[config.mk]
export PLATFORM = sky130hd
export DESIGN_NAME = tet_divider
export DESIGN_NICKNAME = d
export VERILOG_FILES = /design/src/rtl/tricorn_escape_time_unit_defines.svh /design/src/rtl/tet_pkg.sv /design/src/rtl/tet_div_cell.sv /design/src/rtl/tet_divider.sv
export SDC_FILE = /design/constraint.sdc
export NUM_CORES = 2
export LEC_CHECK = 0
export BUFFER_PORTS_ARGS = -buffer_cell sky130_fd_sc_hd__buf_2
export CORE_UTILIZATION = 25
export DETAILED_ROUTE_END_ITERATION = 10
export HOLD_SLACK_MARGIN = 0.06
export SLEW_MARGIN = 20
export SYNTH_ARGS = -nofsm -noshare
export SYNTH_HDL_FRONTEND = slang
export SYNTH_SLANG_ARGS = --single-unit
export TNS_END_PERCENT = 1
[constraint.sdc]
create_clock -name clk -period 4.5 [get_ports clk]
set_input_delay 0.225 -clock clk [delete_from_list [all_inputs] [get_ports clk]]
set_output_delay 0.225 -clock clk [all_outputs]
set_load 0.005 [all_outputs]
[src/rtl/tricorn_escape_time_unit_defines.svh]
// Assertion macros shared by the escape-time RTL.
// No dependencies; clocked on clk, disabled while rst is high.
`ifndef TRICORN_ESCAPE_TIME_UNIT_DEFINES_SVH
`define TRICORN_ESCAPE_TIME_UNIT_DEFINES_SVH

// same-cycle implication
`define TET_ASSERT_IMPL(label, ante, cons, msg) \
  label: assert property (@(posedge clk) disable iff (rst) (ante) |-> (cons)) else $error(msg);

// next-cycle implication
`define TET_ASSERT_NEXT(label, ante, cons, msg) \
  label: assert property (@(posedge clk) disable iff (rst) (ante) |=> (cons)) else $error(msg);

`endif

[src/rtl/tet_pkg.sv]
// Shared constants, codes and types of the escape-time unit.
// No dependencies; used by every module of the block.
package tet_pkg;

  localparam int FRAC_BITS        = 28;
  localparam int COLOR_SCALE      = 255;
  localparam int MAX_DIM          = 4096;
  localparam int MAX_ITER         = 1024;
  localparam int ESCAPE_BOUND     = 2;
  localparam int ESCAPE_RADIUS_SQ = 2 * 2;

  localparam int COORD_W   = 32;
  localparam int PIX_W     = 12;
  localparam int DIM_W     = 13;
  localparam int ITER_W    = 11;
  localparam int HUE_OFS_W = 9;
  localparam int HUE_W     = 10;
  localparam int CFG_IDX_W = 3;

  // divider: dividend is |edge difference| * pixel index
  localparam int DIV_W = COORD_W + PIX_W;
  localparam int DEN_W = DIM_W;
  // orbit values reach about +/-2^32 between escape tests
  localparam int ORB_W = COORD_W + 2;
  // hue quotient never exceeds COLOR_SCALE
  localparam int HQ_W  = $clog2(COLOR_SCALE + 1);

  typedef enum logic [CFG_IDX_W-1:0] {
    REG_X_LOW   = 3'd0,
    REG_X_HIGH  = 3'd1,
    REG_Y_LOW   = 3'd2,
    REG_Y_HIGH  = 3'd3,
    REG_WIDTH   = 3'd4,
    REG_HEIGHT  = 3'd5,
    REG_LIMIT   = 3'd6,
    REG_HUE_OFS = 3'd7
  } cfg_reg_t;

  typedef enum logic [1:0] {
    TAG_X   = 2'd0,
    TAG_Y   = 2'd1,
    TAG_HUE = 2'd2
  } div_tag_t;

  typedef enum logic [3:0] {
    S_IDLE,
    S_MAP_X,
    S_MAP_Y,
    S_MAP_WAIT,
    S_ORBIT_GO,
    S_ORBIT,
    S_HUE,
    S_HUE_WAIT,
    S_DONE
  } state_t;

  typedef struct packed {
    logic             valid;
    div_tag_t         tag;
    logic [DEN_W-1:0] divisor;
    logic [DIV_W-1:0] dividend;
  } div_req_t;

  typedef struct packed {
    logic             valid;
    div_tag_t         tag;
    logic [DIV_W-1:0] quotient;
  } div_rsp_t;

  // one slot of the divider chain; work holds dividend bits (top) and
  // quotient bits (bottom)
  typedef struct packed {
    logic             valid;
    div_tag_t         tag;
    logic [DEN_W-1:0] divisor;
    logic [DEN_W-1:0] rem;
    logic [DIV_W-1:0] work;
  } div_stage_t;

  typedef struct packed {
    logic              done;
    logic [ITER_W-1:0] count;
  } orbit_sts_t;

endpackage

[src/rtl/tet_div_cell.sv]
// One restoring-division step with its output register.
// Depends on tet_pkg.
module tet_div_cell (
  input  logic               clk,
  input  logic               rst,
  input  tet_pkg::div_stage_t stage_in,
  output tet_pkg::div_stage_t stage_out
);
  import tet_pkg::*;

  logic [DEN_W:0]   shifted;
  logic [DEN_W+1:0] trial;
  logic             fits;
  logic [DEN_W-1:0] rem_next;
  logic [DIV_W-1:0] work_next;

  always_comb begin
    shifted   = {stage_in.rem, stage_in.work[DIV_W-1]};
    trial     = {1'b0, shifted} - {2'b00, stage_in.divisor};
    fits      = ~trial[DEN_W+1];
    rem_next  = fits ? trial[DEN_W-1:0] : shifted[DEN_W-1:0];
    work_next = {stage_in.work[DIV_W-2:0], fits};
  end

  // only the valid bit is reset; the data fields just follow
  always_ff @(posedge clk) begin
    if (rst) begin
      stage_out.valid <= 1'b0;
    end else begin
      stage_out.valid <= stage_in.valid;
    end
    stage_out.tag     <= stage_in.tag;
    stage_out.divisor <= stage_in.divisor;
    stage_out.rem     <= rem_next;
    stage_out.work    <= work_next;
  end

endmodule

[src/rtl/tet_divider.sv]
// Pipelined divider: a chain of DIV_W division cells, one quotient bit each.
// Depends on tet_pkg and tet_div_cell.
module tet_divider (
  input  logic             clk,
  input  logic             rst,
  input  tet_pkg::div_req_t req,
  output tet_pkg::div_rsp_t rsp
);
  import tet_pkg::*;

  div_stage_t stage [DIV_W+1];

  assign stage[0] = {req.valid, req.tag, req.divisor, {DEN_W{1'b0}}, req.dividend};

  for (genvar i = 0; i < DIV_W; i++) begin : g_cell
    tet_div_cell u_cell (
      .clk       (clk),
      .rst       (rst),
      .stage_in  (stage[i]),
      .stage_out (stage[i+1])
    );
  end

  assign rsp = {stage[DIV_W].valid, stage[DIV_W].tag, stage[DIV_W].work};

endmodule

==> run_results.csv <==
group,metric,value,unit
run_status,status,"completed",
timing,holdWs,205.3,ps
worst_setup_path,startpoint,"g_cell[0].u_cell.stage_out[43]",
place,io_buffers,108,
place,dp_slack,1485,ps
worst_setup_path,crit_path_max_fanout,10,
clock_tree,postCtsHoldBufs,122,
floorplanning,dieHeight,623.2,um
logic_synthesis,syn_area_per_cell,12.48,um2
drt,drcViolationCount,0,
power,power.total,91.23,mW
clock_tree,htreeDepth,5,
drt,ant_nets,0,
worst_setup_path,path_class,"reg -> reg",
power,leakagePower,50.58,nW
logic_synthesis,synth.most_common_cell,"dfxtp_1",
global_route,grt_overflow,0,
timing,setup_violations,0,
clock_tree,cts_tree,"built",
power,p_int,64.87,mW
place,gp_congestion,0.8259,
cells_and_area,largest_register_ffs,3186,
power,vdd_drop_max,0.4045,mV
cells_and_area,area_growth,20.26,%
clock_tree,clkSinkCount,3186,
place,dpl.hpwl,98.22,mm
timing,relSlewSlack,32.75,%
timing,fin_crit,3015,ps
global_route,antenna_found_initial,1,
power,power.density,786.4,nW/um2
global_route,grt_pass1_vias,52490,
timing,tightest_slew,995.7,ps
global_route,grt_max_degree,45,
floorplanning,die_w,623.2,um
timing,finalCritPeriodShare,67.00,%
power,combPwrFrac,27.4,%
logic_synthesis,synth-seq-cells,3186,
power,seqPwrFrac,41.7,%
clock_tree,clk_latency,920,ps
worst_setup_path,critPathArrivalTime,3800,ps
timing,worst_slack,1485,ps
clock_tree,cts_resized,0,
logic_synthesis,ys_types,62,
logic_synthesis,synth_warnings,0,
timing,fin_skew,80.18,ps
drt,drtIter0Drc,1798,
clock_tree,clockRootBuffer,"clkbuf_16",
cells_and_area,fin_nets,8930,
drt,first_pass_iters,5,
logic_synthesis,synth.area.top_cells,"dfxtp_1 (66%), ha_1 (7.3%), mux2_2 (4.0%)",
drt,wl,146.2,mm
floorplanning,initial_core_util,25.18,%
drt,vias,52370,
power,p_clk_share,30.9,%
timing,slew_viol_final,0,
floorplanning,ios,109,
timing,fmax,331.7,MHz
worst_setup_path,worst-endpoint-required,5290,ps
global_route,grt_pass1_wl,245.6,mm
floorplanning,placementRows,227,
min_path,hold_path_startpoint,"req[55]",
timing,hold_viol_final,0,
min_path,min_path_type,"in -> reg",
cells_and_area,largest_register,"g_cell.u_cell.stage_out",
global_route,grt.total_usage,7.396,%
logic_synthesis,yosysTopAreaCell,"dfxtp_1",
timing,rsz0062_at_grt,"no",
timing,tns,0,ps
power,p_switching,26.36,mW
drt,vias_per_cell,3.857,
cells_and_area,utilization,30.28,%
logic_synthesis,ys_async_sr_fraction,0,%
worst_setup_path,r2r-start,"g_cell[0].u_cell.stage_out[43]",
clock_tree,cts_buffer_depth,4,
floorplanning,core,383100,um2
logic_synthesis,ys.flop_type,"dfxtp_1",
floorplanning,die_area,388400,um2
cells_and_area,layout-drive-gt1-share,12.07,%
drt,wire_per_inst,10.77,um
logic_synthesis,synth_cells,7731,
logic_synthesis,synth_seq_area_share,66.12,%
cells_and_area,reg.largest.list,"g_cell.u_cell.stage_out (3186)",
worst_setup_path,start_kind,"register",
logic_synthesis,synth_common_cells,"dfxtp_1 (3,186), inv_1 (758), ha_1 (560)",
worst_setup_path,worstSetupEndpointType,"register",
clock_tree,cts_buffers,339,
logic_synthesis,synth_edf_count,0,
flow_run,maxCapViolCount,0,
power,swShare,28.90,%
cells_and_area,final.fill_count,38430,
logic_synthesis,netlist_area,96470,um2
clock_tree,clk_pin_slew,60,ps
clock_tree,post-cts-setup-buffers,0,
logic_synthesis,yosysTopAreaCellShare,66.12,%
## worst max-delay path: stages (launching register included)
cell and delay (ps):
dfxtp_1 310, inv_1 50, ha_1 220, fa_1 410, nor2b_1 180, o2111ai_1 170
a21oi_1 310, o2111ai_1 210, a31oi_1 400, buf_4 270, mux2_2 350
## layout by cell type (no fill, tap or decap), drive strengths merged, types with 121 or more instances in the layout
cell type and instances:
ha 560, clkbuf 464, dlygate4sd3 122, nand2 211
buf 121, o21a 124, mux2i 154, a21o 197
dfxtp 3186, mux2 352, o21ai 156, inv 785
nor2 366, nor3 159, nor2b 179, a21oi 260
xnor2 241
## final cells by class
type,count,area [um2],share of cell area [%]
multi-input cells,3738,29590,25.51
well taps,5038,6304,5.434
clock inverters,152,2069,1.784
repair buffers,243,1859,1.603
inverters,758,2845,2.453
diodes,1,2.502,0.002157
flip-flops and latches,3186,63780,54.98
clock buffers,464,9553,8.235
## cells by family (layout without fill, tap and decap cells)
logic type | Yosys count | after routing | share of synthesized area [%]
mux | 506 | 506 | 5.730
simple gates | 1126 | 1126 | 5.572
compound gates | 1177 | 1177 | 8.298
fa+ha+maj | 602 | 602 | 8.135
other cells | 1 | 6 | 0.003887
buf+inv | 811 | 1617 | 3.220
flops | 3186 | 3186 | 66.12
xor+xnor | 322 | 322 | 2.923
## per-stage QoR
| step | instances | cell area, um2 |
|---|---|---|
| global route | 13580 | 116000 |
| finish | 13580 | 116000 |
| detailed placement | 12840 | 103200 |
| floorplan | 7735 | 96480 |
| global placement | 12840 | 103200 |
| CTS | 13580 | 116000 |
## power by group through the flow
stage / registers [mW] / clock network, mW / logic (mW)
floorplan: 37.7 / 0 / 20.7
global placement: 38.8 / 0 / 24.4
detailed placement: 38.8 / 0 / 24.9
CTS: 38.2 / 29.5 / 25.2
global route: 38.8 / 30.6 / 28.1
finish: 38.0 / 28.2 / 25.0
## metal layers
layer | vias to the layer above | global-route usage [%] | wire length, um
met5 | - | 0 | 0
met4 | 0 | 3.569 | 6459
met3 | 413 | 1.729 | 6446
met2 | 686 | 13.20 | 70410
met1 | 24070 | 8.231 | 62900
li1 | 27210 | - | -
## final timing paths
| kind | endpoint | slack (ps) | cells after the start |
|---|---|---|---|
| max reg2reg | g_cell[1].u_cell.stage_out[53] | 1480 | 10 |
| max | g_cell[1].u_cell.stage_out[53] | 1480 | 10 |
| min reg2reg | g_cell[6].u_cell.stage_out[71] | 260 | 0 |
| min | g_cell[0].u_cell.stage_out[45] | 210 | 4 |
Power figures use the tool's default switching activity.
